$ cat src/rtl/nirfd_pkg.sv
// Package for the NEC infrared frame decoder: phase type, pulse windows,
// register map and the item and result structs shared by the modules.
// No dependencies.
package nirfd_pkg;

	typedef enum logic [2:0] {
		PH_IDLE,
		PH_LEAD_LOW,
		PH_LEAD_HIGH,
		PH_BIT_LOW,
		PH_BIT_HIGH
	} phase_t;

	localparam logic CMD_EDGE  = 1'b0;
	localparam logic CMD_CHECK = 1'b1;

	localparam int unsigned LEAD_LOW_MIN_US  = 7500;
	localparam int unsigned LEAD_LOW_MAX_US  = 10500;
	localparam int unsigned LEAD_HIGH_MIN_US = 3800;
	localparam int unsigned LEAD_HIGH_MAX_US = 5200;
	localparam int unsigned REPEAT_MIN_US    = 1800;
	localparam int unsigned REPEAT_MAX_US    = 2700;
	localparam int unsigned BIT_SHORT_MIN_US = 300;
	localparam int unsigned BIT_SHORT_MAX_US = 900;
	localparam int unsigned BIT_ONE_MIN_US   = 1300;
	localparam int unsigned BIT_ONE_MAX_US   = 2000;

	localparam int unsigned FRAME_BITS = 32;
	localparam int unsigned TIMEOUT_US_MAX = 65535;
	localparam int unsigned TIMEOUT_RESET_US = 30000;

	localparam int unsigned APB_ADDR_W = 3;
	localparam logic [APB_ADDR_W-1:0] ADDR_TIMEOUT = 3'd0;

	typedef struct packed {
		logic        cmd;
		logic        level;
		logic [31:0] now_ticks;
	} edge_item_t;

	typedef struct packed {
		logic [7:0] address;
		logic [7:0] command;
		logic       is_repeat;
	} frame_res_t;

endpackage

$ cat src/rtl/nirfd_if.sv
// Handshake channels of the NEC infrared frame decoder: edge words in,
// frame words out. No dependencies.
interface nirfd_edge_if;
	logic        valid;
	logic        ready;
	logic        cmd;
	logic        level;
	logic [31:0] now_ticks;

	modport source (output valid, cmd, level, now_ticks, input ready);
	modport sink (input valid, cmd, level, now_ticks, output ready);
endinterface

interface nirfd_frame_if;
	logic       valid;
	logic       ready;
	logic [7:0] address;
	logic [7:0] command;
	logic       is_repeat;

	modport source (output valid, address, command, is_repeat, input ready);
	modport sink (input valid, address, command, is_repeat, output ready);
endinterface

$ cat src/rtl/nec_ir_frame_decoder_top.sv
// Top level of the NEC infrared frame decoder: edge word register, decoder
// core, frame word register and APB registers. Depends on nirfd_pkg,
// nirfd_if, nirfd_cfg and nirfd_core.
//
//   channel  dir  handshake      payload
//   edges    in   valid/ready    cmd, level, now_ticks
//   frames   out  valid/ready    address, command, is_repeat
//   apb      in   psel/penable   paddr, pwdata, prdata (pready tied high)
//
// One edge word per cycle unless a frame word is stalled; the core decodes the word in
// the edge word register and a hit is registered in the frame word register.
// A frame word held against frames.ready stalls the edge register, and edges.ready
// drops only while an edge word also waits there. Reset puts the decoder idle and
// timeout_us at 30000.
module nec_ir_frame_decoder_top
	import nirfd_pkg::*;
#(
	parameter int unsigned TICKS_PER_US = 16
) (
	input  logic                  clk,
	input  logic                  arst_n,
	nirfd_edge_if.sink            edges,
	nirfd_frame_if.source         frames,
	input  logic                  psel,
	input  logic                  penable,
	input  logic                  pwrite,
	input  logic [APB_ADDR_W-1:0] paddr,
	input  logic [31:0]           pwdata,
	output logic [31:0]           prdata,
	output logic                  pready
);

	localparam int unsigned LIMIT_W = $clog2((TIMEOUT_US_MAX + 1) * TICKS_PER_US + 1);

	logic               valid_s1;
	edge_item_t         item_s1;
	logic               valid_s2;
	frame_res_t         res_s2;
	logic               advance;
	logic               step;
	logic               hit;
	frame_res_t         res;
	logic [LIMIT_W-1:0] limit;

	assign advance     = !valid_s2 || frames.ready;
	assign edges.ready = !valid_s1 || advance;
	assign step        = valid_s1 && advance;

	always_ff @(posedge clk or negedge arst_n) begin
		if (!arst_n) begin
			valid_s1 <= 1'b0;
			valid_s2 <= 1'b0;
		end else begin
			if (edges.ready)
				valid_s1 <= edges.valid;
			if (advance)
				valid_s2 <= step && hit;
		end
	end

	always_ff @(posedge clk) begin
		if (edges.valid && edges.ready)
			item_s1 <= '{cmd: edges.cmd, level: edges.level, now_ticks: edges.now_ticks};
		if (step && hit)
			res_s2 <= res;
	end

	assign frames.valid     = valid_s2;
	assign frames.address   = res_s2.address;
	assign frames.command   = res_s2.command;
	assign frames.is_repeat = res_s2.is_repeat;

	nirfd_cfg #(
		.TICKS_PER_US (TICKS_PER_US),
		.LIMIT_W      (LIMIT_W)
	) u_cfg (
		.clk     (clk),
		.arst_n  (arst_n),
		.psel    (psel),
		.penable (penable),
		.pwrite  (pwrite),
		.paddr   (paddr),
		.pwdata  (pwdata),
		.prdata  (prdata),
		.pready  (pready),
		.limit   (limit)
	);

	nirfd_core #(
		.TICKS_PER_US (TICKS_PER_US),
		.LIMIT_W      (LIMIT_W)
	) u_core (
		.clk    (clk),
		.arst_n (arst_n),
		.step   (step),
		.item   (item_s1),
		.limit  (limit),
		.hit    (hit),
		.res    (res)
	);

endmodule

$ cat src/rtl/nirfd_cfg.sv
// APB register block of the NEC infrared frame decoder: timeout_us and the
// derived timeout limit in ticks. Depends on nirfd_pkg.
module nirfd_cfg
	import nirfd_pkg::*;
#(
	parameter int unsigned TICKS_PER_US = 16,
	parameter int unsigned LIMIT_W = $clog2((TIMEOUT_US_MAX + 1) * TICKS_PER_US + 1)
) (
	input  logic                  clk,
	input  logic                  arst_n,
	input  logic                  psel,
	input  logic                  penable,
	input  logic                  pwrite,
	input  logic [APB_ADDR_W-1:0] paddr,
	input  logic [31:0]           pwdata,
	output logic [31:0]           prdata,
	output logic                  pready,
	output logic [LIMIT_W-1:0]    limit
);

	localparam logic [LIMIT_W-1:0] TPU = LIMIT_W'(TICKS_PER_US);
	localparam logic [LIMIT_W-1:0] LIMIT_RESET =
		LIMIT_W'((TIMEOUT_RESET_US + 1) * TICKS_PER_US);

	logic [15:0]        timeout_q;
	logic [LIMIT_W-1:0] limit_q;
	logic               wr_en;

	assign wr_en  = psel && penable && pwrite && (paddr == ADDR_TIMEOUT);
	assign pready = 1'b1;
	assign prdata = (paddr == ADDR_TIMEOUT) ? {16'd0, timeout_q} : 32'd0;
	assign limit  = limit_q;

	// limit is the first tick count whose microsecond value exceeds timeout_us
	always_ff @(posedge clk or negedge arst_n) begin
		if (!arst_n) begin
			timeout_q <= 16'(TIMEOUT_RESET_US);
			limit_q   <= LIMIT_RESET;
		end else if (wr_en) begin
			timeout_q <= pwdata[15:0];
			limit_q   <= (LIMIT_W'(pwdata[15:0]) + LIMIT_W'(1)) * TPU;
		end
	end

endmodule

$ cat src/rtl/nirfd_core.sv
// Phase machine and bit collector of the NEC infrared frame decoder; pulse
// windows are compared in ticks. Depends on nirfd_pkg.
module nirfd_core
	import nirfd_pkg::*;
#(
	parameter int unsigned TICKS_PER_US = 16,
	parameter int unsigned LIMIT_W = $clog2((TIMEOUT_US_MAX + 1) * TICKS_PER_US + 1)
) (
	input  logic               clk,
	input  logic               arst_n,
	input  logic               step,
	input  edge_item_t         item,
	input  logic [LIMIT_W-1:0] limit,
	output logic               hit,
	output frame_res_t         res
);

	// window [lo, hi] us holds ticks in [lo*T, (hi+1)*T)
	localparam logic [31:0] LL_LO = 32'(LEAD_LOW_MIN_US * TICKS_PER_US);
	localparam logic [31:0] LL_HI = 32'((LEAD_LOW_MAX_US + 1) * TICKS_PER_US);
	localparam logic [31:0] LH_LO = 32'(LEAD_HIGH_MIN_US * TICKS_PER_US);
	localparam logic [31:0] LH_HI = 32'((LEAD_HIGH_MAX_US + 1) * TICKS_PER_US);
	localparam logic [31:0] RP_LO = 32'(REPEAT_MIN_US * TICKS_PER_US);
	localparam logic [31:0] RP_HI = 32'((REPEAT_MAX_US + 1) * TICKS_PER_US);
	localparam logic [31:0] BS_LO = 32'(BIT_SHORT_MIN_US * TICKS_PER_US);
	localparam logic [31:0] BS_HI = 32'((BIT_SHORT_MAX_US + 1) * TICKS_PER_US);
	localparam logic [31:0] B1_LO = 32'(BIT_ONE_MIN_US * TICKS_PER_US);
	localparam logic [31:0] B1_HI = 32'((BIT_ONE_MAX_US + 1) * TICKS_PER_US);

	phase_t      phase_q, phase_d;
	logic [31:0] last_edge_q, last_edge_d;
	logic [31:0] shift_q, shift_d;
	logic [5:0]  bit_cnt_q, bit_cnt_d;
	logic        have_cmd_q, have_cmd_d;
	logic [7:0]  held_addr_q, held_addr_d;
	logic [7:0]  held_cmd_q, held_cmd_d;

	logic [31:0] dt;
	logic        win_ll, win_lh, win_rp, win_bs, win_b1;
	logic        timed_out, ignore, take_edge;
	logic [31:0] shift_new;
	logic [5:0]  cnt_inc;
	logic        frame_done, frame_ok;

	assign dt        = item.now_ticks - last_edge_q;
	assign win_ll    = (dt >= LL_LO) && (dt < LL_HI);
	assign win_lh    = (dt >= LH_LO) && (dt < LH_HI);
	assign win_rp    = (dt >= RP_LO) && (dt < RP_HI);
	assign win_bs    = (dt >= BS_LO) && (dt < BS_HI);
	assign win_b1    = (dt >= B1_LO) && (dt < B1_HI);
	assign timed_out = dt >= 32'(limit);
	assign ignore    = (phase_q == PH_IDLE) && item.level;
	assign take_edge = step && (item.cmd == CMD_EDGE) && !ignore;

	assign shift_new  = shift_q | (win_b1 ? (32'd1 << bit_cnt_q[4:0]) : 32'd0);
	assign cnt_inc    = bit_cnt_q + 6'd1;
	assign frame_done = cnt_inc >= 6'(FRAME_BITS);
	assign frame_ok   = ((shift_new[7:0] & shift_new[15:8]) == 8'd0)
		|| (~shift_new[23:16] == shift_new[31:24]);

	always_comb begin
		phase_d = phase_q;
		if (step && (item.cmd == CMD_CHECK)) begin
			if ((phase_q != PH_IDLE) && timed_out)
				phase_d = PH_IDLE;
		end else if (take_edge) begin
			case (phase_q)
				PH_IDLE: phase_d = PH_LEAD_LOW;
				PH_LEAD_LOW: begin
					if (item.level)
						phase_d = win_ll ? PH_LEAD_HIGH : PH_IDLE;
				end
				PH_LEAD_HIGH: begin
					if (!item.level)
						phase_d = win_lh ? PH_BIT_LOW : PH_IDLE;
				end
				PH_BIT_LOW: begin
					if (item.level)
						phase_d = win_bs ? PH_BIT_HIGH : PH_IDLE;
				end
				PH_BIT_HIGH: begin
					if (!item.level) begin
						if (!(win_b1 || win_bs) || frame_done)
							phase_d = PH_IDLE;
						else
							phase_d = PH_BIT_LOW;
					end
				end
				default: phase_d = PH_IDLE;
			endcase
		end
	end

	always_comb begin
		last_edge_d = last_edge_q;
		shift_d     = shift_q;
		bit_cnt_d   = bit_cnt_q;
		have_cmd_d  = have_cmd_q;
		held_addr_d = held_addr_q;
		held_cmd_d  = held_cmd_q;
		hit         = 1'b0;
		res         = '{address: held_addr_q, command: held_cmd_q, is_repeat: 1'b1};
		if (take_edge) begin
			last_edge_d = item.now_ticks;
			case (phase_q)
				PH_IDLE: begin
					shift_d   = 32'd0;
					bit_cnt_d = 6'd0;
				end
				PH_LEAD_HIGH: begin
					if (!item.level && !win_lh && win_rp && have_cmd_q)
						hit = 1'b1;
				end
				PH_BIT_HIGH: begin
					if (!item.level && (win_b1 || win_bs)) begin
						shift_d   = shift_new;
						bit_cnt_d = cnt_inc;
						if (frame_done && frame_ok) begin
							have_cmd_d  = 1'b1;
							held_addr_d = shift_new[7:0];
							held_cmd_d  = shift_new[23:16];
							hit         = 1'b1;
							res = '{address: shift_new[7:0], command: shift_new[23:16],
								is_repeat: 1'b0};
						end
					end
				end
				default: ;
			endcase
		end
	end

	always_ff @(posedge clk or negedge arst_n) begin
		if (!arst_n) begin
			phase_q     <= PH_IDLE;
			last_edge_q <= 32'd0;
			shift_q     <= 32'd0;
			bit_cnt_q   <= 6'd0;
			have_cmd_q  <= 1'b0;
			held_addr_q <= 8'd0;
			held_cmd_q  <= 8'd0;
		end else begin
			phase_q     <= phase_d;
			last_edge_q <= last_edge_d;
			shift_q     <= shift_d;
			bit_cnt_q   <= bit_cnt_d;
			have_cmd_q  <= have_cmd_d;
			held_addr_q <= held_addr_d;
			held_cmd_q  <= held_cmd_d;
		end
	end

endmodule

$ cat src/flat_wrapper.sv
// flat-port wrapper written by rule: the top's interface ports become plain ports
module nec_ir_frame_decoder_top_flat import nirfd_pkg::*;
#(
	parameter int unsigned TICKS_PER_US = 16
)
  (clk, arst_n, psel, penable, pwrite, paddr, pwdata, prdata, pready, edges_valid, edges_cmd, edges_level, edges_now_ticks, edges_ready, frames_valid, frames_address, frames_command, frames_is_repeat, frames_ready);
  nirfd_edge_if edges_i ();
  nirfd_frame_if frames_i ();
  input  logic clk;
  input  logic arst_n;
  input  logic psel;
  input  logic penable;
  input  logic pwrite;
  input  logic [APB_ADDR_W-1:0] paddr;
  input  logic [31:0] pwdata;
  output logic [31:0] prdata;
  output logic pready;
  input wire logic [$bits(edges_i.valid)-1:0] edges_valid;
  input wire logic [$bits(edges_i.cmd)-1:0] edges_cmd;
  input wire logic [$bits(edges_i.level)-1:0] edges_level;
  input wire logic [$bits(edges_i.now_ticks)-1:0] edges_now_ticks;
  output wire logic [$bits(edges_i.ready)-1:0] edges_ready;
  output wire logic [$bits(frames_i.valid)-1:0] frames_valid;
  output wire logic [$bits(frames_i.address)-1:0] frames_address;
  output wire logic [$bits(frames_i.command)-1:0] frames_command;
  output wire logic [$bits(frames_i.is_repeat)-1:0] frames_is_repeat;
  input wire logic [$bits(frames_i.ready)-1:0] frames_ready;
  assign edges_i.valid = edges_valid;
  assign edges_i.cmd = edges_cmd;
  assign edges_i.level = edges_level;
  assign edges_i.now_ticks = edges_now_ticks;
  assign edges_ready = edges_i.ready;
  assign frames_valid = frames_i.valid;
  assign frames_address = frames_i.address;
  assign frames_command = frames_i.command;
  assign frames_is_repeat = frames_i.is_repeat;
  assign frames_i.ready = frames_ready;
  nec_ir_frame_decoder_top #(.TICKS_PER_US(TICKS_PER_US)) u_core (.clk(clk), .arst_n(arst_n), .edges(edges_i), .frames(frames_i), .psel(psel), .penable(penable), .pwrite(pwrite), .paddr(paddr), .pwdata(pwdata), .prdata(prdata), .pready(pready));
endmodule
$ cat config.mk
export PLATFORM = sky130hd
export DESIGN_NAME = nec_ir_frame_decoder_top_flat
export DESIGN_NICKNAME = d
export VERILOG_FILES = /design/src/rtl/nirfd_pkg.sv /design/src/rtl/nirfd_if.sv /design/src/rtl/nec_ir_frame_decoder_top.sv /design/src/rtl/nirfd_cfg.sv /design/src/rtl/nirfd_core.sv /design/src/flat_wrapper.sv
export SDC_FILE = /design/constraint.sdc
export NUM_CORES = 1
export LEC_CHECK = 0
export ABC_AREA = 1
export BUFFER_PORTS_ARGS = -buffer_cell sky130_fd_sc_hd__buf_2
export CORE_AREA = 2 2 214 237
export DETAILED_ROUTE_END_ITERATION = 6
export DIE_AREA = 0 0 216 239
export GPL_TIMING_DRIVEN = 0
export PLACE_DENSITY = 0.46
export SYNTH_ARGS = -nofsm -noshare
export SYNTH_HDL_FRONTEND = slang
export SYNTH_HIERARCHICAL = 1
export SYNTH_SLANG_ARGS = --single-unit
$ cat constraint.sdc
create_clock -name clk -period 11.1 [get_ports clk]
set_clock_uncertainty 0.1 [all_clocks]
set_input_delay 0 -clock clk [delete_from_list [all_inputs] [get_ports clk]]
set_output_delay 0 -clock clk [all_outputs]
set_load 0.1 [all_outputs]
Word-level counts from Yosys, hierarchy flattened
Cells that the tools add are included.
{"block": "op_classes", "add_sub_neg": 3, "n_lt_le_gt_ge": 12, "eq_ne": 11, "n_shift": 1, "mux": 27, "bitwise_logic": 4, "reduce_logical": 42}
{"op": "$mux W17", "n": 4}
{"op": "$ge A32 B15 Y1 const B", "n": 2}
{"op": "$mux W32", "n": 2}
{"op": "$pmux W32 S2", "n": 1}
{"op": "$ge A32 B13 Y1 const B", "n": 1}
{"op": "$ge A32 B16 Y1 const B", "n": 1}
{"op": "$ge A32 B17 Y1 const B", "n": 1}
{"op": "$ge A32 B21 Y1", "n": 1}
{"op": "$lt A32 B14 Y1 const B", "n": 1}
{"op": "$lt A32 B15 Y1 const B", "n": 1}
{"op": "$lt A32 B16 Y1 const B", "n": 1}
{"op": "$lt A32 B17 Y1 const B", "n": 1}
{"op": "$lt A32 B18 Y1 const B", "n": 1}
{"op": "$or A32 B32 Y32", "n": 1}
{"op": "$shl A1 B5 Y32 const A", "n": 1}
{"op": "$sub A32 B32 Y32", "n": 1}
{"op": "$mux W3", "n": 8}
{"op": "$logic_and A1 B1 Y1", "n": 21}
{"op": "$add A16 B1 Y17 const B", "n": 1}
{"op": "$mux W16", "n": 1}
{"op": "$pmux W3 S5", "n": 1}
{"op": "$pmux W6 S2", "n": 1}
{"op": "$and A8 B8 Y8", "n": 1}
{"op": "$eq A8 B8 Y1", "n": 1}
{"op": "other kinds (24)", "n": 44}
{"block": "word_totals", "reg_bits": 176, "inputBits": 76, "out_inout_bits": 52, "word_cells": 117}

Longest topological paths before layout
{"block": "logic_depth", "ltp_word": 14, "depth_mapped": 32, "depth_no_buf": 31}

By module
The synthesis kept the hierarchy.
{"mod": "nirfd_core", "n_inst": 1, "cells_each": 1412, "area_per_inst_um2": 8526.9, "seq_area_each_um2": 2252.2}
{"mod": "nirfd_cfg", "n_inst": 1, "cells_each": 270, "area_per_inst_um2": 2021.9, "seq_area_each_um2": 844.6}
{"mod": "nec_ir_frame_decoder_top", "n_inst": 1, "cells_each": 66, "area_per_inst_um2": 1637.8, "seq_area_each_um2": 1581.5}

Worst setup path before layout
OpenSTA, ideal clock, no wires.
{"block": "synth_timing", "kind": "register to register", "startpoint": "reg u_core/item_s1[0] (netlist name)", "endpoint": "reg u_core.res_s2, in the netlist u_core/frames.address[0] (enable)", "setup_ns": 0.391, "t_arrival_ns": 3.967, "required_time_ns": 10.609, "slack_ns": 6.642, "stages_incl_launch_ff": 30, "n_path_buf": 2, "synth_period_minus_slack_ns": 4.458, "cell_sequence": "edfxtp_1 -> inv_1 -> ha_1 -> inv_1 -> fa_1 -> nand2_1 -> nand2_1 -> nand3_1 -> nand2_1 -> nand2_2 -> nand3_1 -> nand2_4 -> nand2_1 -> nor2_1 -> nand2_1 -> nand2_2 -> nand4_4 -> buf_6 -> o21ai_1 -> nand2_1 -> nand2_1 -> nand2_1 -> nor2_1 -> nand2_1 -> nand2_4 -> nand2_4 -> buf_6 -> nand2_1 -> inv_1 -> nor2_1"}
{"block": "synth_via", "elab_chain_cells": 14, "word_cells_on_any_way": 33, "classes_between": "add/sub (1); order compare (8); eq/ne (1); mux (6); bitwise (3); reduce/logical (14)"}
{"element": "from (decl)", "line_no": "nec_ir_frame_decoder_top.sv:36", "rtl": "edge_item_t item_s1;"}
{"element": "from (signal assigned)", "line_no": "nec_ir_frame_decoder_top.sv:63", "rtl": "item_s1 <= '{cmd: edges.cmd, level: edges.level, now_ticks: edges.now_ticks};"}
{"element": "$sub A32 B32 Y32 *", "line_no": "nirfd_core.sv:45", "rtl": "assign dt = item.now_ticks - last_edge_q;"}
{"element": "$ge A32 B15 Y1 / $lt A32 B15 Y1 (equally long branches)", "line_no": "nirfd_core.sv:50", "rtl": "assign win_b1 = (dt >= B1_LO) && (dt < B1_HI);"}
{"element": "$logic_and A1 B1 Y1", "line_no": "nirfd_core.sv:50"}
{"element": "$mux W32", "line_no": "nirfd_core.sv:55", "rtl": "assign shift_new = shift_q | (win_b1 ? (32'd1 << bit_cnt_q[4:0]) : 32'd0);"}
{"element": "$or A32 B32 Y32", "line_no": "nirfd_core.sv:55"}
{"element": "$and A8 B8 Y8 / $not A8 Y8 (equally long branches)", "line_no": "nirfd_core.sv:58, nirfd_core.sv:59"}
{"element": "$logic_not A8 Y1 / $eq A8 B8 Y1 (equally long branches)", "line_no": "nirfd_core.sv:58, nirfd_core.sv:59"}
{"element": "$logic_or A1 B1 Y1", "line_no": "nirfd_core.sv:59", "rtl": "|| (~shift_new[23:16] == shift_new[31:24]);"}
{"element": "$logic_and A1 B1 Y1", "line_no": "nirfd_core.sv:118", "rtl": "if (frame_done && frame_ok) begin"}
{"element": "$mux W1", "line_no": "nirfd_core.sv:118"}
{"element": "$mux W1", "line_no": "nirfd_core.sv:115", "rtl": "if (!item.level && (win_b1 || win_bs)) begin"}
{"element": "$pmux W1 S2 *", "line_no": "nirfd_core.sv:105", "rtl": "case (phase_q)"}
{"element": "$mux W1 *", "line_no": "nirfd_core.sv:103", "rtl": "if (take_edge) begin"}
{"element": "net u_core.hit", "line_no": "nec_ir_frame_decoder_top.sv:41", "rtl": "logic hit;"}
{"element": "$logic_and A1 B1 Y1 *", "line_no": "nec_ir_frame_decoder_top.sv:64", "rtl": "if (step && hit)"}
{"element": "to (signal assigned)", "line_no": "nec_ir_frame_decoder_top.sv:65", "rtl": "res_s2 <= res;"}
{"element": "to (decl)", "line_no": "nec_ir_frame_decoder_top.sv:38", "rtl": "frame_res_t res_s2;"}
The timed path passes the listed nets; every way through them passes the cells marked *.
A chain may end at the register's enable or synchronous reset.

Final worst setup path
{"block": "layout_timing", "startpoint": "reg u_core/item_s1[0] (netlist name)", "endpoint": "reg u_core.res_s2, in the netlist u_core/frames.command[2] (enable)"}
The elaborated chain is that of the path after synthesis.

==> metrics.csv <==
stage;metric;value;unit
synthesis;synthMuxAreaShare;0;%
clock_tree;cts_hold_buf;73;
synthesis;synth_top_family_by_area;simple AND/OR/NAND/NOR gates;
clock_tree;cts.repair.resized;0;
synthesis;synthFlopType;dfrtp_1;
drt;drt_pre_antenna_iters;5;
critical_path;cpMaxStageDelayCell;nor4_4;
sta;slew_headroom;32.7;%
die;dieArea;51600;µm²
sta;finalCritPeriodShare;48.6;%
drt;drtIter0Drc;670;
power_and_ir_drop;p_per_area;182;nW/µm²
final_layout;drive_gt1_share;13.0;%
synthesis;ys_async_sr_fraction;71.0;%
placed_design;port_buffers;94;
synthesis;synth_commonest_cells;586 x nand2_1, 299 x inv_1, 135 x nor2_1;
die;io_pins;128;
clock_tree;clk_latency;0.47;ns
final_layout;synthToLayoutAreaGrowth;22.4;%
critical_path;cp_data_required_time;11.17;ns
critical_path;crit_fanout;11;
final_layout;finalInstanceArea;14900;µm²
grt;grt_usage;13.8;%
sta;max_freq;185;MHz
drt;viasPerCell;4.29;
critical_path;regToRegStartpoint;u_core/item_s1[0]$_DFFE_PP_;
power_and_ir_drop;leakage;7.71;nW
grt;first_global_vias;11000;
synthesis;synth_area;12200;µm²
sta;fin_crit;5.40;ns
sta;rsz0062_at_grt;no;
drt;antenna_left;0;
critical_path;startpoint;u_core/item_s1[0]$_DFFE_PP_;
synthesis;synth_xor_area_share;0.647;%
synthesis;synth_top_area_share;22.6;%
synthesis;yosysMostFrequentCell;nand2_1;
hold_path;min_from;edges_now_ticks[15];
flow_run;cap_violations;0;
die;placeableCoreArea;49500;µm²
critical_path;reg2reg_to;u_core/frames.command[2]$_DFFE_PP_;
placed_design;dpl.hpwl;26.7;mm
critical_path;regToRegSetupSlack;5.70;ns
synthesis;ys_top_cells_by_area;dfrtp_1 23%, nand2_1 18%, edfxtp_1 13%, inv_1 9.2%, ha_1 6.1%;
synthesis;synth-seq-cells;176;
drt;wl_per_cell;13.1;µm
critical_path;worst-setup-path-type;reg2reg;
clock_tree;cts_tree;built;
critical_path;cp_common_cell;nand2_1;
sta;setup_tns;0;ns
synthesis;synth.distinct_cells;51;
final_layout;fillers;5493;
grt;grt_max_degree;70;
placed_design;dpl-instance-area;13600;µm²
grt;grt_pass1_wl;56.5;mm
synthesis;synth_compound_area_share;7.99;%
clock_tree;cts-buffers-inserted;17;
placed_design;place.gp.congestion;0.865;
drt;route.detailed.drc;0;
synthesis;synth_edf_count;51;
synthesis;synthAdderAreaFrac;6.22;%
grt;antenna_found_initial;0;
grt;grt_overflow;0;
critical_path;start_kind;register;
die;rows;86;
critical_path;cpPeakStageDelay;0.55;ns
sta;worstMarginPinSlew;1.01;ns
synthesis;avgSynthCellArea;6.97;µm²
power_and_ir_drop;irDropWorstVdd;0.000101;V
outcome;status;finished clean;
final_layout;antenna_cells;0;
sta;hold_viol_final;0;
critical_path;reg2reg_depth;27;
sta;slew_viol_final;0;
hold_path;min_to;u_core/item_s1[15]$_DFFE_PP_;
sta;setup_viol;0;
synthesis;synth_top_area_cell;dfrtp_1;
final_layout;nets;2091;
clock_tree;root_buffer;clkbuf_16;
die;fp.dieW;216;µm
hold_path;min_path_type;in2reg;
synthesis;synth-simple-area-share;34.1;%
critical_path;critPathArrivalTime;5.47;ns
clock_tree;postCtsSetupBuffers;0;
clock_tree;cts_htree_levels;4;
hold_path;whs_path_depth;2;
drt;routed_wl;34.5;mm
synthesis;netlist_instances;1748;
clock_tree;cts_buffer_depth;2;
critical_path;end_kind;register;
die;dieHeight;239;µm
clock_tree;clock_sinks;176;
synthesis;yosysSeqAreaShare;38.4;%
synthesis;yosysWarnings;6;
die;start_util;24.6;%
clock_tree;clkSlewWorstSetupHoldPaths;0.08;ns
drt;dr_total_vias;11300;
==> logic make-up (layout without fill, tap and decap cells) <==
| logic type | count (synthesis) | count (layout) |
|---|---|---|
| and+or+nand+nor | 956 | 956 |
| adders and majority gates | 60 | 60 |
| DFF | 176 | 176 |
| other | 2 | 21 |
| xor gates and xnor gates | 9 | 9 |
| buffers and inverters | 367 | 568 |
| AOI/OAI and AO/OA | 178 | 178 |
==> area by class of cell <==
cell class                 count  area (µm²)  share of cell area, %
inverter                     313        1170                   7.87
timing repair buffer         169        1240                   8.33
clock inverter                14         166                   1.12
multi-input combinational   1224        6040                   40.5
buffer                        54         364                   2.44
tap                          660         826                   5.53
sequential                   176        4680                   31.4
clock buffer                  18         429                   2.88
==> worst max-delay path by stage <==
stage                                         endpoint  slack [ns]  depth (start not counted)
floorplan           u_core/frames.address[0]$_DFFE_PP_        6.64                         29
global placement    u_core/frames.command[3]$_DFFE_PP_        5.24                         26
detailed placement  u_core/frames.command[3]$_DFFE_PP_        5.67                         27
CTS                 u_core/frames.command[2]$_DFFE_PP_        5.62                         27
global route        u_core/frames.command[2]$_DFFE_PP_        5.20                         27
finish              u_core/frames.command[2]$_DFFE_PP_        5.70                         27
==> state kept, by name, indices dropped and copies added (netlist names) <==
| signal | count |
|---|---|
| u_core/frames.address | 8 |
| u_core/u_core/have_cmd_q | 1 |
| u_core/u_core/shift_q | 32 |
| u_core/frames.command | 8 |
| u_core/u_core/bit_cnt_q | 6 |
| u_core/u_core/phase_q | 3 |
| u_core/u_cfg/limit | 17 |
| u_core/u_core/held_addr_q | 8 |
| u_core/item_s1 | 34 |
| u_core/u_core/last_edge_q | 32 |
| u_core/frames.is_repeat | 1 |
| u_core/u_core/held_cmd_q | 8 |
| u_core/u_cfg/timeout_q | 16 |
| u_core/valid_s1 | 1 |
| u_core/frames.valid | 1 |
==> worst max-delay path: cells and delay by family (launching register included) <==
| kind | cells | cell delay (ns) |
|---|---|---|
| AOI/OAI and AO/OA | 1 | 0.25 |
| adders and majority gates | 2 | 0.62 |
| buffers and inverters | 5 | 0.72 |
| DFF | 1 | 0.36 |
| and+or+nand+nor | 19 | 3.03 |
==> per-stage QoR <==
step / std cells / hold slack (ns) / setup slack, ns / power, mW / util (%)
after floorplan: 1767 / -0.396 / 6.64 / 1.77 / -
after global placement: 2521 / 0.0768 / 5.24 / 2.08 / 27.4
after detailed placement: 2523 / -0.0887 / 5.67 / 2.10 / 27.5
after CTS: 2628 / 0.110 / 5.62 / 2.76 / 30.1
after global routing: 2628 / 0.123 / 5.20 / 2.99 / 30.1
final: 2628 / 0.137 / 5.70 / 2.72 / 30.1
==> cells in the final DEF, fill, tap and decap left out, types with 22 or more instances in the layout <==
cell type and count:
dfrtp_1 110, a21oi_1 59, nand4_1 22, buf_4 24, edfxtp_1 51, ha_1 59, nand2_1 586, nor2_1 135
nor3_1 31, inv_1 298, nand3_1 104, buf_2 99, dlygate4sd3_1 73, nand2_2 28, o21ai_0 84
==> where the power goes <==
group	switching [mW]	leakage [nW]	internal (mW)
Combinational	0.899	5.29	0.422
Clock	0.314	0.286	0.304
Sequential	0.0296	2.13	0.752
==> per-layer routing <==
layer	vias to the layer above	wire length (µm)	track usage [%]
li1	5861	-	-
met1	5194	15900	17.0
met2	191	16800	24.5
met3	29	1210	2.57
met4	0	592	4.09
met5	-	0	0
Power figures use the tool's default switching activity.
